<file path="src/sv/vsa_pkg.sv">
// voice slot allocator package: request and response item types, action codes
// no dependencies; imported by voice_slot_allocator_unit

package vsa_pkg;

    // action codes
    localparam logic [1:0] ACT_ALLOC   = 2'd0;
    localparam logic [1:0] ACT_RELEASE = 2'd1;
    localparam logic [1:0] ACT_SONG    = 2'd2;
    localparam logic [1:0] ACT_TRIM    = 2'd3;

    // request item
    typedef struct packed {
        logic [1:0]  action;
        logic [3:0]  slot_index;
        logic [1:0]  origin_code;
        logic [31:0] frame_time;
    } t_req;

    // response item
    typedef struct packed {
        logic [3:0] granted_slot;
        logic       evicted_active;
        logic [4:0] used_count;
    } t_rsp;

endpackage

</file>
<file path="src/sv/voice_slot_allocator_unit.sv">
// voice slot allocator top level: slot origin and birth memories with a scan sequencer
// depends on vsa_pkg
//
// channel   direction  handshake                 payload
// in        input      i_in_valid / o_in_ready   i_in_item  (t_req)
// out       output     o_out_valid / i_out_ready o_out_item (t_rsp)
// cfg       input      i_cfg_we                  i_cfg_data (song origin code)
//
// one item at a time; the output register lets the next item enter while a result waits.
// allocate with room appends at the count; allocate when full reads each slot in turn,
// one memory read per cycle, taking the first free slot or else the oldest; release
// frees one slot; song release clears song-owned slots; trim drops free tail slots.
// reset clears the count and the per-slot valid bits; no clearing pass is needed.
// a full output register stalls the sequencer in its hold state.

module voice_slot_allocator_unit
    import vsa_pkg::*;
#(
    parameter int VOICES = 16
) (
    input  logic       i_clk,
    input  logic       i_rst_n,
    input  logic       i_in_valid,
    output logic       o_in_ready,
    input  t_req       i_in_item,
    output logic       o_out_valid,
    input  logic       i_out_ready,
    output t_rsp       o_out_item,
    input  logic       i_cfg_we,
    input  logic [1:0] i_cfg_data
);

    localparam int IW = (VOICES > 1) ? $clog2(VOICES) : 1;
    localparam int CW = $clog2(VOICES + 1);
    localparam int XW = CW + 4;

    localparam logic [1:0] S_IDLE = 2'd0;
    localparam logic [1:0] S_SCAN = 2'd1;
    localparam logic [1:0] S_HOLD = 2'd2;

    // slot memories and valid bits
    logic [1:0]        mem_org [VOICES];
    logic [31:0]       mem_bir [VOICES];
    logic [VOICES-1:0] r_valid;

    logic [1:0]    r_org_q;
    logic [31:0]   r_bir_q;
    logic          r_ovl_q;

    // control and working registers
    logic [1:0]    r_state, n_state;
    logic [1:0]    r_act, n_act;
    logic [1:0]    r_org, n_org;
    logic [31:0]   r_frame, n_frame;
    logic [CW-1:0] r_count, n_count;
    logic [CW-1:0] r_ptr, n_ptr;
    logic          r_vq, n_vq;
    logic [IW-1:0] r_qaddr, n_qaddr;
    logic [IW-1:0] r_old_idx, n_old_idx;
    logic [31:0]   r_old_birth, n_old_birth;
    logic [3:0]    r_gnt, n_gnt;
    logic          r_evi, n_evi;
    logic          r_out_valid, n_out_valid;
    t_rsp          r_out, n_out;
    logic [1:0]    r_song;

    // memory access controls
    logic          rd_en;
    logic [IW-1:0] rd_addr;
    logic          ow_en;
    logic [IW-1:0] ow_addr;
    logic [1:0]    ow_data;
    logic          bw_en;
    logic [31:0]   bw_data;

    // helpers
    logic          out_free;
    logic [1:0]    org_eff;
    logic          is_last;
    logic          is_better;
    logic [IW-1:0] cand_idx;
    logic [31:0]   cand_birth;
    logic [CW-1:0] cnt_m1;
    logic [CW-1:0] qaddr_c;
    logic [XW-1:0] cnt_x;
    logic [XW-1:0] idx_x;
    logic [XW-1:0] qaddr_x;
    logic [XW-1:0] cand_x;

    assign out_free   = !r_out_valid || i_out_ready;
    assign org_eff    = r_ovl_q ? r_org_q : 2'd0;
    assign is_last    = (r_qaddr == IW'(VOICES - 1));
    assign is_better  = (r_qaddr == '0) || (r_bir_q < r_old_birth);
    assign cand_idx   = is_better ? r_qaddr : r_old_idx;
    assign cand_birth = is_better ? r_bir_q : r_old_birth;
    assign cnt_m1     = r_count - CW'(1);
    assign qaddr_c    = CW'(r_qaddr);
    assign cnt_x      = XW'(r_count);
    assign idx_x      = XW'(i_in_item.slot_index);
    assign qaddr_x    = XW'(r_qaddr);
    assign cand_x     = XW'(cand_idx);

    assign o_in_ready  = (r_state == S_IDLE);
    assign o_out_valid = r_out_valid;
    assign o_out_item  = r_out;

    // sequencer
    always_comb begin
        n_state     = r_state;
        n_act       = r_act;
        n_org       = r_org;
        n_frame     = r_frame;
        n_count     = r_count;
        n_ptr       = r_ptr;
        n_vq        = 1'b0;
        n_qaddr     = r_qaddr;
        n_old_idx   = r_old_idx;
        n_old_birth = r_old_birth;
        n_gnt       = r_gnt;
        n_evi       = r_evi;
        n_out_valid = r_out_valid;
        n_out       = r_out;
        rd_en       = 1'b0;
        rd_addr     = r_ptr[IW-1:0];
        ow_en       = 1'b0;
        ow_addr     = r_qaddr;
        ow_data     = 2'd0;
        bw_en       = 1'b0;
        bw_data     = r_frame;

        // output register
        if (r_out_valid && i_out_ready) begin
            n_out_valid = 1'b0;
        end

        unique case (r_state)
            S_IDLE: begin
                if (i_in_valid) begin
                    n_act   = i_in_item.action;
                    n_org   = i_in_item.origin_code;
                    n_frame = i_in_item.frame_time;
                    n_gnt   = i_in_item.slot_index;
                    n_evi   = 1'b0;
                    n_ptr   = '0;
                    unique case (i_in_item.action)
                        ACT_ALLOC: begin
                            if (r_count < CW'(VOICES)) begin
                                // append at the count
                                ow_en   = 1'b1;
                                ow_addr = r_count[IW-1:0];
                                ow_data = i_in_item.origin_code;
                                bw_en   = 1'b1;
                                bw_data = i_in_item.frame_time;
                                n_gnt   = cnt_x[3:0];
                                n_count = r_count + CW'(1);
                                n_state = S_HOLD;
                            end else begin
                                n_state = S_SCAN;
                            end
                        end
                        ACT_RELEASE: begin
                            if (idx_x < cnt_x) begin
                                ow_en   = 1'b1;
                                ow_addr = idx_x[IW-1:0];
                                ow_data = 2'd0;
                            end
                            n_state = S_HOLD;
                        end
                        ACT_SONG: begin
                            n_state = (r_count == '0) ? S_HOLD : S_SCAN;
                        end
                        default: begin
                            n_state = S_SCAN;
                        end
                    endcase
                end
            end

            S_SCAN: begin
                unique case (r_act)
                    ACT_ALLOC: begin
                        // issue one read per cycle over all slots
                        if (r_ptr < CW'(VOICES)) begin
                            rd_en   = 1'b1;
                            rd_addr = r_ptr[IW-1:0];
                            n_ptr   = r_ptr + CW'(1);
                            n_vq    = 1'b1;
                            n_qaddr = r_ptr[IW-1:0];
                        end
                        if (r_vq) begin
                            n_old_idx   = cand_idx;
                            n_old_birth = cand_birth;
                            if (org_eff == 2'd0) begin
                                // first free slot
                                ow_en   = 1'b1;
                                ow_addr = r_qaddr;
                                ow_data = r_org;
                                bw_en   = 1'b1;
                                n_gnt   = qaddr_x[3:0];
                                n_state = S_HOLD;
                            end else if (is_last) begin
                                // steal the oldest
                                ow_en   = 1'b1;
                                ow_addr = cand_idx;
                                ow_data = r_org;
                                bw_en   = 1'b1;
                                n_gnt   = cand_x[3:0];
                                n_evi   = 1'b1;
                                n_state = S_HOLD;
                            end
                        end
                    end
                    ACT_SONG: begin
                        // read slots below the count, clear song-owned ones
                        if (r_ptr < r_count) begin
                            rd_en   = 1'b1;
                            rd_addr = r_ptr[IW-1:0];
                            n_ptr   = r_ptr + CW'(1);
                            n_vq    = 1'b1;
                            n_qaddr = r_ptr[IW-1:0];
                        end
                        if (r_vq) begin
                            if (org_eff == r_song) begin
                                ow_en   = 1'b1;
                                ow_addr = r_qaddr;
                                ow_data = 2'd0;
                            end
                            if (qaddr_c == cnt_m1) begin
                                n_state = S_HOLD;
                            end
                        end
                    end
                    default: begin
                        // trim: read the tail slot, drop it while free
                        if (!r_vq) begin
                            if (r_count == '0) begin
                                n_state = S_HOLD;
                            end else begin
                                rd_en   = 1'b1;
                                rd_addr = cnt_m1[IW-1:0];
                                n_vq    = 1'b1;
                                n_qaddr = cnt_m1[IW-1:0];
                            end
                        end else if (org_eff == 2'd0) begin
                            n_count = cnt_m1;
                        end else begin
                            n_state = S_HOLD;
                        end
                    end
                endcase
            end

            S_HOLD: begin
                if (out_free) begin
                    n_out_valid          = 1'b1;
                    n_out.granted_slot   = r_gnt;
                    n_out.evicted_active = r_evi;
                    n_out.used_count     = cnt_x[4:0];
                    n_state              = S_IDLE;
                end
            end

            default: begin
                n_state = S_IDLE;
            end
        endcase
    end

    // slot memories, registered read
    always_ff @(posedge i_clk) begin
        if (ow_en) begin
            mem_org[ow_addr] <= ow_data;
        end
        if (bw_en) begin
            mem_bir[ow_addr] <= bw_data;
        end
        if (rd_en) begin
            r_org_q <= mem_org[rd_addr];
            r_bir_q <= mem_bir[rd_addr];
            r_ovl_q <= r_valid[rd_addr];
        end
    end

    // origin valid bits, an unwritten slot reads as free
    always_ff @(posedge i_clk) begin
        if (!i_rst_n) begin
            r_valid <= '0;
        end else if (ow_en) begin
            r_valid[ow_addr] <= 1'b1;
        end
    end

    // control registers
    always_ff @(posedge i_clk) begin
        if (!i_rst_n) begin
            r_state     <= S_IDLE;
            r_count     <= '0;
            r_vq        <= 1'b0;
            r_out_valid <= 1'b0;
            r_song      <= 2'd1;
        end else begin
            r_state     <= n_state;
            r_count     <= n_count;
            r_vq        <= n_vq;
            r_out_valid <= n_out_valid;
            if (i_cfg_we) begin
                r_song <= i_cfg_data;
            end
        end
    end

    // payload registers
    always_ff @(posedge i_clk) begin
        r_act       <= n_act;
        r_org       <= n_org;
        r_frame     <= n_frame;
        r_ptr       <= n_ptr;
        r_qaddr     <= n_qaddr;
        r_old_idx   <= n_old_idx;
        r_old_birth <= n_old_birth;
        r_gnt       <= n_gnt;
        r_evi       <= n_evi;
        r_out       <= n_out;
    end

`ifndef SYNTH
    // count never passes the table size
    a_count_range: assert property (@(posedge i_clk) disable iff (!i_rst_n)
        r_count <= CW'(VOICES))
        else $error("used count beyond table size");

    // an accepted item always leaves idle
    a_accept_busy: assert property (@(posedge i_clk) disable iff (!i_rst_n)
        (i_in_valid && o_in_ready) |=> (r_state != S_IDLE))
        else $error("accepted item left sequencer idle");

    // stealing only happens with a full table
    a_steal_full: assert property (@(posedge i_clk) disable iff (!i_rst_n)
        (r_state == S_HOLD && r_evi) |-> (r_count == CW'(VOICES)))
        else $error("steal reported with free room");
`endif

endmodule
</file>
<file path="config.mk">
export PLATFORM = sky130hd
export DESIGN_NAME = voice_slot_allocator_unit
export DESIGN_NICKNAME = d
export VERILOG_FILES = /design/src/sv/vsa_pkg.sv /design/src/sv/voice_slot_allocator_unit.sv
export SDC_FILE = /design/constraint.sdc
export NUM_CORES = 1
export LEC_CHECK = 0
export BUFFER_PORTS_ARGS = -buffer_cell sky130_fd_sc_hd__buf_2
export CAP_MARGIN = 15
export CORE_ASPECT_RATIO = 0.75
export CORE_MARGIN = 2
export CORE_UTILIZATION = 55
export CTS_CLUSTER_SIZE = 14
export DETAILED_ROUTE_END_ITERATION = 12
export PLACE_DENSITY = 0.7
export SKIP_LAST_GASP = 1
export SYNTH_ARGS = -nofsm -noshare
export SYNTH_HDL_FRONTEND = slang
export SYNTH_SLANG_ARGS = --single-unit
</file>
<file path="constraint.sdc">
create_clock -name i_clk -period 18.5 [get_ports i_clk]
set_input_delay 0.925 -clock i_clk [delete_from_list [all_inputs] [get_ports i_clk]]
set_output_delay 0.925 -clock i_clk [all_outputs]
set_load 0.05 [all_outputs]
</file>
### Yosys cells after proc, flatten, opt, wreduce, memory -nomap -nowiden

Memory sizes are Yosys's and may differ from the RTL's. A register that Yosys moved wholly into a read port is not among the register bits.
Cells that the tools add are included.

* register bits: 124
* bits in latches: 0
* memory bits (writable): 544
* bits in read-only memories: 0
* bits of input ports: 47
* output and inout port bits: 12
* word-level logic and storage cells: 193
* memories: 2

Memory list
* mem_bir: depth 16, width 32, read ports 1, clocked after memory_dff 1, write ports 1, line voice_slot_allocator_unit.sv:43 `logic [31:0] mem_bir [VOICES];`
* mem_org: depth 16, width 2, read ports 1, clocked after memory_dff 1, write ports 1, line voice_slot_allocator_unit.sv:42 `logic [1:0] mem_org [VOICES];`

* add/sub/neg operators: 3
* $mul: 0
* divide/modulo/power cells: 0
* $lt $le $gt $ge: 8
* equality and inequality tests: 32
* shifts and indexed selects: 0
* multiplexer cells: 105
* bitwise operators: 1
* reduce and logical (&&, ||, !) cells: 23

Operators by type and width (count)
* two-way mux 32 bit: 4
* two-way mux 4 bit: 23
* two-way mux 5 bit: 9
* two-way mux 2 bit: 20
* less-than comparator 32 bit: 1
* case mux 4 bit (2 select lines): 4
* two-way mux 1 bit: 30
* case mux 5 bit (2 select lines): 3
* != test 3 bit, second input constant: 8
* != test 2 bit, second input constant: 10
* bitwise OR 16 bit: 1
* AND reduction 5 bit: 3
* case mux 1 bit (2 select lines): 6
* case mux 2 bit (3 select lines): 2
* adder 5 x 1 -> 5 bit, second input constant: 2
* less-than comparator 4 x 5 -> 1 bit, second input constant: 2
* less-than comparator 5 bit, second input constant: 2
* zero test 2 bit: 4
* case mux 2 bit (2 select lines): 2
* AND reduction 8 bit: 1
* AND reduction 7 bit: 1
* == test 2 bit, second input constant: 3
* != test 3 x 1 -> 1 bit, second input constant: 2
* AND reduction 6 bit: 1
* other kinds (23): 28

### Depth between registers and ports, before layout

Gate-level depths: netlist (run 1).

* word-level depth: 13
* gate-level depth with buffers: 14
* gate-level depth less buffers: 10

### Worst setup path after synthesis (run 1)

Ideal clock, no wire load.

* path kind: register to register
* from: register r_state[0]
* to: memory mem_bir[5][0], enable pin
* setup time: 0.502 ns
* arrival time: 5.887 ns
* data required time: 17.998 ns
* path slack: 12.112 ns
* stages on the path, launching flop included: 9
* period minus slack after synthesis: 6.388 ns
* cell sequence: dfxtp_1 buf_2 nor2_1 nand2_1 inv_1 a31oi_1 o31a_1 buf_2 nor4_1

* word-level cells in the longest chain between the ends: 4

Ends and longest elaborated chain
* start: declaration: line voice_slot_allocator_unit.sv:51 `logic [1:0] r_state, n_state;`
* start signal: assignment: line voice_slot_allocator_unit.sv:302 `r_state <= n_state;`
* zero test 2 bit *
* via o_in_ready: line voice_slot_allocator_unit.sv:24 `output logic o_in_ready,`
* case mux 1 bit (2 select lines): line voice_slot_allocator_unit.sv:136 `unique case (r_state)`
* two-way mux 1 bit: line voice_slot_allocator_unit.sv:274 `if (bw_en) begin`
* two-way mux 1 bit (not written as such): line voice_slot_allocator_unit.sv:275 `mem_bir[ow_addr] <= bw_data;`
* end: declaration: line voice_slot_allocator_unit.sv:43

Mark *: on every way through the listed nets, which the timed path passes. The rest lies on a longest branch.

### Final worst setup path (run 1)

* from: register r_state[1]
* to: register r_bir_q[5], read port of mem_bir, data pin

* word-level cells in the longest chain between the ends: 2

Ends and longest elaborated chain
* == test 2 x 1 -> 1 bit *: line voice_slot_allocator_unit.sv:136
* two-way mux 4 bit / two-way mux 1 bit (equally long branches)
* end: declaration: line voice_slot_allocator_unit.sv:47 `logic [31:0] r_bir_q;`

Every way passes the cells marked *; elsewhere a longest branch is shown, timed or not.
A chain may end at the register's enable or synchronous reset.

==> results of run 1 <==
-- flip-flops by register name, indices dropped and copies added (netlist names), 4 cells and up --
signal and cells:
mem_bir 512, mem_org 32, r_bir_q 32, r_frame 32, r_old_birth 32, r_valid 16
o_out_item 10, r_count 5, r_ptr 5, r_gnt 4, r_old_idx 4, r_qaddr 4
-- cell type report --
class | instances | area, sq um
Inverter | 47 | 181.4
Clock buffer | 86 | 1833
Fill cell | 3667 | 19440
Tap cell | 703 | 879.6
Antenna cell | 1 | 2.502
Multi-Input combinational cell | 865 | 7196
Clock inverter | 38 | 407.9
Sequential cell | 702 | 20810
Timing Repair Buffer | 89 | 690.7
-- final timing paths --
| path | startpoint | slack (ps) | end |
|---|---|---|---|
| hold reg to reg | r_gnt[0]$_DFFE_PP_ | 420 | o_out_item[6]$_DFFE_PP_ |
| setup / recovery | r_state[1]$_SDFFE_PN0P_ | 12790 | r_bir_q[5]$_DFFE_PP_ |
| setup reg to reg | r_state[1]$_SDFFE_PN0P_ | 12790 | r_bir_q[5]$_DFFE_PP_ |
| hold / removal | r_gnt[0]$_DFFE_PP_ | 420 | o_out_item[6]$_DFFE_PP_ |
-- where the power goes --
part           total [mW]  switching, mW  internal, mW
Clock                1.39          0.575         0.817
Combinational       0.380          0.252         0.128
Sequential           1.82         0.0146          1.80
-- layer usage --
| layer | routed length, um | global-route usage, % |
|---|---|---|
| met1 | 28830 | 37.27 |
| met2 | 27830 | 34.68 |
| met3 | 5597 | 5.666 |
| met4 | 1262 | 6.581 |
| met5 | 0 | 0 |
-- cell usage in the layout (no fill, tap or decap), drive strengths merged, types with 35 or more instances in the layout --
cell     instances
nor2b           81
ha              41
a2111oi         36
mux2i           79
inv             49
nor2            61
buf             89
o31ai           42
a22oi           36
a221o           35
a211oi          40
clkbuf          86
nand2          150
edfxtp         675
mux4            70
-- logic make-up (layout without fill, tap and decap cells) --
family	after synthesis	count (layout)	synth area share, %
other	0	1	0
DFF	702	702	72.92
and+or+nand+nor	367	367	6.261
muxes	156	156	8.615
buffers and inverters	141	260	2.398
adders and majority gates	41	41	1.797
xor gates and xnor gates	15	15	0.4603
AOI/OAI and AO/OA	286	286	7.554
==> metrics.txt, run 1 <==
CP max stage delay 830 ps; number of global-route vias before repair 15470; layout cells sized above 1 ~16%; Seq cells post-synth 702; CP startpoint kind register; count leader, synth edfxtp_1; Starting Density between 50% and 60%; GR Overflow Total 0; Die Wd 267.0 um; CTS max path bufs 3; post-DP HPWL approximately 36000 um; CP most frequent cell buf_4; # clock sinks 702; Max Cap Violations 0; first-pass GRT wire length 95830 um; Slowest-stage cell, CP buf_4; Gate Count Post-Synth around 1700; row cnt 72; Place WS ~13000 ps; core box area between 0.05 and 0.06 sq mm; wirelength, routed 63520 um; GP Congestion ~0.88; max-slew violation count 0; sequential-to-total area share from yosys stat 72.92%; Clock Skew 15.17 ps; Syn Area/Cell 16.71 sq um; drt pass-1 iters 5; CP top delay family buffers and inverters; Root Driver clkbuf_16; final non-filler cell total 2531; hold path depth 0; setup TNS 0 ps; placed insts 2402; DIE HEIGHT ~200 um; Final setup violation count 0; Final ANT Viol Nets 0; Max Freq 0.1752 GHz; leakage power 10.68 nW; cts repair resizes 0; Placed Instance Area 0.02969 sq mm; ys async rst share 0%; maximum vdd ir drop about 0.000083 V; fin util 62.21%; Clock Pin Slew Worst Setup and Hold Paths 60 ps; Vias 15600; nets about 1900; min Tclk post-route between 5000 and 6000 ps; final worst slack between 10000 and 15000 ps; ratio of final minimum period to clock period 30.85%; r2r worst-path depth 10; largest net degree at the start of global routing 159; postcts setup bufs 0; fin area 0.03200 sq mm; total design power 3.588 mW; # DRC 0; power density cells 112.1 mW/mm^2; Hold Vio Cnt, Final 0; Avg Vias per Cell roughly 6.2; global-route usage over all layers 24.14%; Synth area leaders edfxtp_1, mux4_2, mux2i_1, nand2_1, dfxtp_1; prevailing post-synth register cell edfxtp_1; later-pin clock latency in the skew report 610 ps; htree depth 3; total stage count of the critical path 10; post-synth top area share 71.02%; Post-synth EDFFs 675; Post-synth top cells edfxtp_1, nand2_1, nor2b_1; yosys warns 0; WP buf/inv 4; PortBufs slightly below 60; Worst Hold Class register to register; max_slew headroom approximately a fifth; post-DR wirelength/cell 25.10 um; endpoint class of the critical path register; mapped cell area 0.02854 sq mm; Min Hold Slack 418.7 ps; worst-path cell chain nand2b_1 -> clkinv_4 -> nand3_4 -> mux2i_4 -> buf_12 -> buf_4 -> buf_4 -> mux4_2 -> a22oi_1 -> o31ai_1; outcome finished clean; CTS tree done; Arr. time, crit path about 6000 ps; syn_nets 1796; Netlist cell types 69; largest area contributor in the netlist edfxtp_1; Iter 0 DRT Violations around 1600; antenna violations before repair 2; RSZ-0062 raised after global routing no; measured slew at the worst slew-check pin 1212 ps; Layout Area Growth over Synthesis 12.13%; total CTS buffers 68; top-level I/O count 59; crit path max fanout 158; Crit Path Category register to register; Worst Path Required 18830 ps; cts-stage hold buffer count 0; die area roughly 0.054 sq mm
Power figures use the tool's default switching activity.
==> inputs of run 2 (changes only) <==
--- a/config.mk
+++ b/config.mk
@@ -5,6 +5,7 @@
 export SDC_FILE = /design/constraint.sdc
 export NUM_CORES = 1
 export LEC_CHECK = 0
+export ABC_AREA = 1
 export BUFFER_PORTS_ARGS = -buffer_cell sky130_fd_sc_hd__buf_2
 export CAP_MARGIN = 15
 export CORE_ASPECT_RATIO = 0.75
==> constraint.sdc (replaced) <==
create_clock -name i_clk -period 5.7 [get_ports i_clk]
set_input_delay 0.285 -clock i_clk [delete_from_list [all_inputs] [get_ports i_clk]]
set_output_delay 0.285 -clock i_clk [all_outputs]
set_load 0.05 [all_outputs]
==> run 2 against run 1 <==
Compared with the run above: fmax grew 35%; final cell count grew 23%; via count grew 21%; count of clock-buffer cells in the layout grew 5; sequential power grew to 3.6 times the previous value; cell area grew 1.0%; critical path type unchanged; largest cell class unchanged.
==> metrics.txt, run 2 <==
antenna violations before repair 1 (-1); Final ANT Viol Nets 0 (unchanged); RSZ-0062 raised after global routing no; layout cells sized above 1 9.863% (-6.3 points); Layout Area Growth over Synthesis 12.59%; row cnt 72 (unchanged); Final setup violation count 0 (unchanged); later-pin clock latency in the skew report 610 ps (about the same); nets 2439 (+31%); Avg Vias per Cell 6.087 (-1.2%); measured slew at the worst slew-check pin 1209 ps (-3.116 ps); # clock sinks 702 (unchanged); Hold Vio Cnt, Final 0 (unchanged); htree depth 3 (unchanged); outcome finished clean; Worst Path Required 6020 ps (-12810 ps); first-pass GRT wire length 109000 um (+14%); Post-synth top cells edfxtp_1, nor2_1, nand2_1; PortBufs 58 (unchanged); Logic pwr share 31.0% (+20 points); number of global-route vias before repair 18300 (+18%); wirelength, routed 72490 um (+14%); Net Sw Power 5.658 mW (+570%); worst-path cell chain nor2_4 -> inv_2 -> nor2_4 -> inv_2 -> nor2_2 -> inv_2 -> a32oi_4 -> buf_4 -> buf_4 -> o221ai_1 -> o211ai_1 -> o21ai_1; leakage power 11.10 nW (+3.9%); Most flops, register mem_bir; internal power 10.16 mW (+270%); CTS max path bufs 3 (unchanged); Switching Share 35.76% (+12 points); setup TNS 0 ps (unchanged); CP most frequent cell inv_2; CP max stage delay 620 ps (-210 ps); Gate Count Post-Synth 2275 (+33%); Clock Skew 23.18 ps (+8.005 ps); Post-synth EDFFs 675 (unchanged); drt pass-1 iters 5 (unchanged); Die Wd 267.8 um (+0.30%); crit path max fanout 42 (-73%); Synth area leaders edfxtp_1, nor2_1, o21ai_0, o221ai_1, nand2_1; ant diodes 0 (-1); global-route usage over all layers 27.06% (+2.9 points); top-level I/O count 59 (unchanged); sequential share of power 40.9% (-9.7 points); ratio of final minimum period to clock period 74.16% (+43 points); Placed Instance Area 0.02972 sq mm (+0.12%); post-synth top area share 70.59% (-0.43 points); Max Freq 0.2366 GHz (+35%); max-slew violation count 0 (unchanged); postcts setup bufs 0 (unchanged); Max Cap Violations 0 (unchanged); maximum vdd ir drop 0.0004084 V (+390%); post-DP HPWL 37810 um (+4.7%); number of flip-flops in the largest register 512 (unchanged); max_slew headroom 18.90% (-0.099 points); final worst slack 1473 ps (-11320 ps); Crit Path Category register to register; Clk pwr share 28.1% (-11 points); largest net degree at the start of global routing 209 (+31%); fin util 62.74% (+0.53 points); Syn Area/Cell 12.62 sq um (-24%); post-DR wirelength/cell 23.34 um (-7.0%); Clock Pin Slew Worst Setup and Hold Paths 60 ps (about the same); yosys warns 0 (unchanged); Netlist cell types 47 (-32%); sequential-to-total area share from yosys stat 72.47% (-0.44 points); cts-stage hold buffer count 43 (+43); Slowest-stage cell, CP buf_4; fillcell total 3892 (+6.1%); CTS tree done; CP startpoint kind register; DIE HEIGHT 201.9 um (+0.30%); min Tclk post-route 4227 ps (-1481 ps); core box area 0.05153 sq mm (+0.18%); syn_nets 2363 (+32%); Root Driver clkbuf_16; Worst Hold Class primary input to register; mapped cell area 0.02871 sq mm (+0.61%); ys async rst share 0% (unchanged); Starting Density 55.72% (+0.24 points); prevailing post-synth register cell edfxtp_1; Iter 0 DRT Violations 2437 (+53%); commonest non-fill, non-tap cell in the layout edfxtp_1; largest area contributor in the netlist edfxtp_1; fin area 0.03233 sq mm (+1.0%); cts repair resizes 0 (unchanged); GR Overflow Total 0 (unchanged); Place WS 1568 ps (-11270 ps); power density cells 489.4 mW/mm^2 (+340%); GP Congestion 0.8725 (-1.0%); endpoint class of the critical path register; die area 0.05407 sq mm (+0.60%); most frequent cells in the layout edfxtp_1, nor2_1, nand2_1; Vias 18910 (+21%); Seq cells post-synth 702 (unchanged); # DRC 0 (unchanged); count leader, synth edfxtp_1; Arr. time, crit path 4540 ps (-1500 ps); total CTS buffers 68 (unchanged)
==> run 2: cell types whose count changed after synthesis, moves of 72 or more <==
cell / delta
inv_1: +72
o21ai_1: +137
nand2_1: +79
o221ai_1: +105
mux2i_1: -78
o21ai_0: +176
nor2b_1: -81
nor2_1: +287
==> run 2: layout make-up <==
cell class	instances	area (sq um)	share of cell area, %
clock buffers	91	1904	5.890
clock inverters	31	270.3	0.8359
inverters	133	508.0	1.571
multi-input cells	1309	6942	21.47
flip-flops and latches	702	20810	64.37
well taps	703	879.6	2.721
repair buffers	137	1016	3.143
==> run 2: power by group through the flow <==
stage          registers, mW  clock network (mW)  logic, mW
2_1_floorplan           6.57                   0       3.28
3_3_place_gp            6.56                   0       4.67
3_5_place_dp            6.57                   0       4.78
4_1_cts                 6.46                4.47       4.84
5_1_grt                 6.49                4.68       5.36
6_report                6.47                4.44       4.91
==> run 2: cell families (layout without fill, tap and decap cells) <==
family | Yosys count | in the layout | synth area share (%)
flops | 702 | 702 | 72.47
fa+ha+maj | 41 | 41 | 1.787
xor+xnor | 5 | 5 | 0.1525
buf+inv | 264 | 392 | 3.891
compound gates | 578 | 578 | 12.00
simple gates | 685 | 685 | 9.695
==> run 2: worst max-delay path, delay by kind of cell (launching register included) <==
family | cells | cell delay, ps
AO/OA/AOI/OAI | 4 | 920
buffers and inverters | 5 | 1620
flip-flops | 1 | 400
AND/OR/NAND/NOR | 3 | 960
==> run 2: routing by layer <==
metal	global-route usage, %	vias up	share of wire, %
met5	0	-	0.012
met4	8.460	2	2.8
met3	6.445	167	10
met2	40.53	957	45
met1	39.55	9253	42
li1	-	8528	-
==> run 2: path summary, 6_finish.rpt <==
path / cells past startpoint / slack [ps] / to / from
setup / recovery: 12 / 1470 / r_bir_q[23]$_DFFE_PP_ / r_state[1]$_SDFFE_PN0P_
hold / removal: 5 / 30 / r_state[0]$_SDFFE_PN0P_ / i_in_valid
setup reg to reg: 12 / 1470 / r_bir_q[23]$_DFFE_PP_ / r_state[1]$_SDFFE_PN0P_
hold reg to reg: 0 / 430 / o_out_item[7]$_DFFE_PP_ / r_gnt[1]$_DFFE_PP_
==> run 2: per-stage QoR <==
step,power (mW),hold slack [ps],instances
after floorplan,9.846,369.1,2275
after global placement,11.23,405.2,2941
after detailed placement,11.35,409.9,2941
after CTS,15.78,12.37,3106
after global routing,16.54,78.91,3106
final,15.82,33.01,3106
==> inputs of run 3 (changes only) <==
==> constraint.sdc (replaced) <==
create_clock -name i_clk -period 4.35 [get_ports i_clk]
set_input_delay 0.2175 -clock i_clk [delete_from_list [all_inputs] [get_ports i_clk]]
set_output_delay 0.2175 -clock i_clk [all_outputs]
set_load 0.05 [all_outputs]
==> run 3 against run 2 <==
Compared with the run above: global-route usage increased by 0.059 points; first-iteration DRC count down 4.7%; clock power grew 33%; sequential power increased by 31%; hold slack better by 100 ps; core utilization rose by 0.79 points; non-clock buffer count up 18; count of clock-buffer cells in the layout grew 1; total power increased by 34%; critical path type unchanged.
==> metrics.txt, run 3 (synthesis results as in run 2) <==
Avg Vias per Cell 6.061 (-0.44%); later-pin clock latency in the skew report 610 ps (about the same); CP startpoint kind register; CTS tree done; max_slew headroom 25.21% (+6.3 points); RR Endpoint r_bir_q[28]$_DFFE_PP_; maximum vdd ir drop 0.0008849 V (+120%); WP buf/inv 3 (-2); r2r worst-path depth 14 (+2); Clock Pin Slew Worst Setup and Hold Paths 60 ps (about the same); Most flops, register mem_bir; Root Driver clkbuf_16; Reg2Reg Setup Slack 600 ps (-870 ps); Iter 0 DRT Violations 2322 (-4.7%); antenna violations before repair 2 (+1); Layout Area Growth over Synthesis 14.02%; hold path depth 5 (unchanged); fin util 63.53% (+0.79 points); DIE HEIGHT 201.9 um (unchanged); largest net degree at the start of global routing 172 (-18%); outcome finished clean; wirelength, routed 72290 um (-0.27%); Slowest-stage cell, CP dfxtp_1; core box area 0.05153 sq mm (unchanged); drt pass-1 iters 5 (unchanged); htree depth 3 (unchanged); hold endpoint r_gnt[1]$_DFFE_PP_; min Tclk post-route 3749 ps (-477.8 ps); # DRC 0 (unchanged); global-route usage over all layers 27.12% (+0.059 points); Final ANT Viol Nets 0 (unchanged); # clock sinks 702 (unchanged); RSZ-0062 raised after global routing no; ratio of final minimum period to clock period 86.20% (+12 points); max-slew violation count 0 (unchanged); GR Overflow Total 0 (unchanged); final worst slack 600.5 ps (-872.2 ps); Hold Vio Cnt, Final 0 (unchanged); worst-path cell chain inv_1 -> ha_1 -> nand3_1 -> nor2_2 -> inv_2 -> nand2_1 -> nor2_2 -> nand2_1 -> o21ai_4 -> buf_12 -> nor2_1 -> o221ai_1 -> nand3_1 -> nand2_1; row cnt 72 (unchanged); power density cells 646.4 mW/mm^2 (+32%); measured slew at the worst slew-check pin 1122 ps (-87.28 ps); Clock Skew 23.01 ps (-0.1714 ps); top-level I/O count 59 (unchanged); commonest non-fill, non-tap cell in the layout edfxtp_1; endpoint class of the critical path register; crit path max fanout 171 (+310%); Starting Density 55.72% (unchanged); layout cells sized above 1 10.62% (+0.76 points); cts repair resizes 0 (unchanged); worst reg2reg startpoint r_count[0]$_SDFFE_PN0P_; die area 0.05407 sq mm (unchanged); first-pass GRT wire length 110100 um (+0.96%); Arr. time, crit path 4190 ps (-350 ps); CTS max path bufs 3 (unchanged); CP top delay family simple AND/OR/NAND/NOR gates; post-DR wirelength/cell 23.15 um (-0.81%); total CTS buffers 68 (unchanged); CP most frequent cell nand2_1; nets 2457 (+0.74%); leakage power 11.28 nW (+1.6%); fillcell total 3818 (-1.9%); CP max stage delay 500 ps (-120 ps); Hold Startpoint i_in_item[35]; Worst Path Required 4790 ps (-1230 ps); Max Freq 0.2667 GHz (+13%); Die Wd 267.8 um (unchanged); Final setup violation count 0 (unchanged); Worst Hold Class primary input to register; PortBufs 58 (unchanged); Max Cap Violations 0 (unchanged); post-DP HPWL 40740 um (+7.8%); GP Congestion 0.8906 (+2.1%); number of flip-flops in the largest register 512 (unchanged); Vias 18930 (+0.11%); total stage count of the critical path 14 (+2); number of global-route vias before repair 18340 (+0.21%); most frequent cells in the layout edfxtp_1, nor2_1, nand2_1; Place WS 243.5 ps (-1324 ps); Crit Path Category register to register
==> run 3: cell count changes in the layout (fill, tap and decap cells not counted), sizes merged <==
cell         previous run  this run
dlygate4sd3            43        44
buf                    94       111
diode                   0         1
bufinv                  5         6
inv                   131       130
clkbuf                 91        92
clkinv                 27        24
==> run 3: worst min-delay path: cells and delay by family <==
kind                   cells  cell delay (ps)
AND/OR/NAND/NOR            3              170
AO/OA/AOI/OAI              1              100
buffers and inverters      1              120
==> run 3: layout make-up <==
class                      instances  area (sq um)  area share [%]
inverter                         133         508.0           1.552
antenna                            1         2.502        0.007644
sequential                       702         20810           63.56
timing repair buffer             155          1358           4.147
clock inverter                    28         290.3          0.8866
tap                              703         879.6           2.687
clock buffer                      92          1918           5.859
multi-input combinational       1309          6973           21.30
==> run 3: layer usage <==
| layer | track usage (%) | vias to the layer above | part of all wire (%) |
|---|---|---|---|
| met3 | 5.787 | 105 | 9.4 |
| met5 | 0 | - | 0.018 |
| met1 | 40.69 | 9368 | 43 |
| met2 | 40.90 | 894 | 45 |
| met4 | 6.445 | 2 | 1.9 |
| li1 | - | 8558 | - |
==> run 3: timing repair <==
action	in CTS	in global routing
hold buffers	44	0
hold endpoints to repair	46	0
buffers inserted	0	0
endpoints found under the setup margin	0	0
==> run 3: power by group <==
group,switching (mW),total [mW],internal [mW]
combinational,4.95,6.80,1.85
sequential,0.197,8.47,8.27
clock,2.45,5.90,3.45
total,7.60,21.2,13.6
==> run 3: worst max-delay path by stage <==
stage | endpoint | from | slack (ps)
finish | r_bir_q[28]$_DFFE_PP_ | r_count[0]$_SDFFE_PN0P_ | 600
global route | mem_bir[12][14]$_DFFE_PP_ | r_bir_q[15]$_DFFE_PP_ | 200
CTS | mem_bir[4][27]$_DFFE_PP_ | r_bir_q[19]$_DFFE_PP_ | 210
detailed placement | mem_bir[4][13]$_DFFE_PP_ | r_bir_q[21]$_DFFE_PP_ | 240
global placement | mem_bir[4][30]$_DFFE_PP_ | r_bir_q[29]$_DFFE_PP_ | 320
floorplan | mem_bir[4][0]$_DFFE_PP_ | r_state[1]$_SDFFE_PN0P_ | -340
==> run 3: per-stage QoR <==
| step | std cells | cell area (sq um) | hold slack [ps] | power [mW] | setup TNS (ps) |
|---|---|---|---|---|---|
| after detailed placement | 2957 | 30080 | 411.3 | 15.24 | 0 |
| after global placement | 2957 | 30080 | 401.8 | 15.09 | 0 |
| after global routing | 3122 | 32740 | 143.0 | 22.09 | 0 |
| after floorplan | 2275 | 28730 | 301.6 | 12.91 | -36470 |
| after CTS | 3121 | 32730 | 78.84 | 21.13 | 0 |
| final | 3123 | 32740 | 137.8 | 21.16 | 0 |
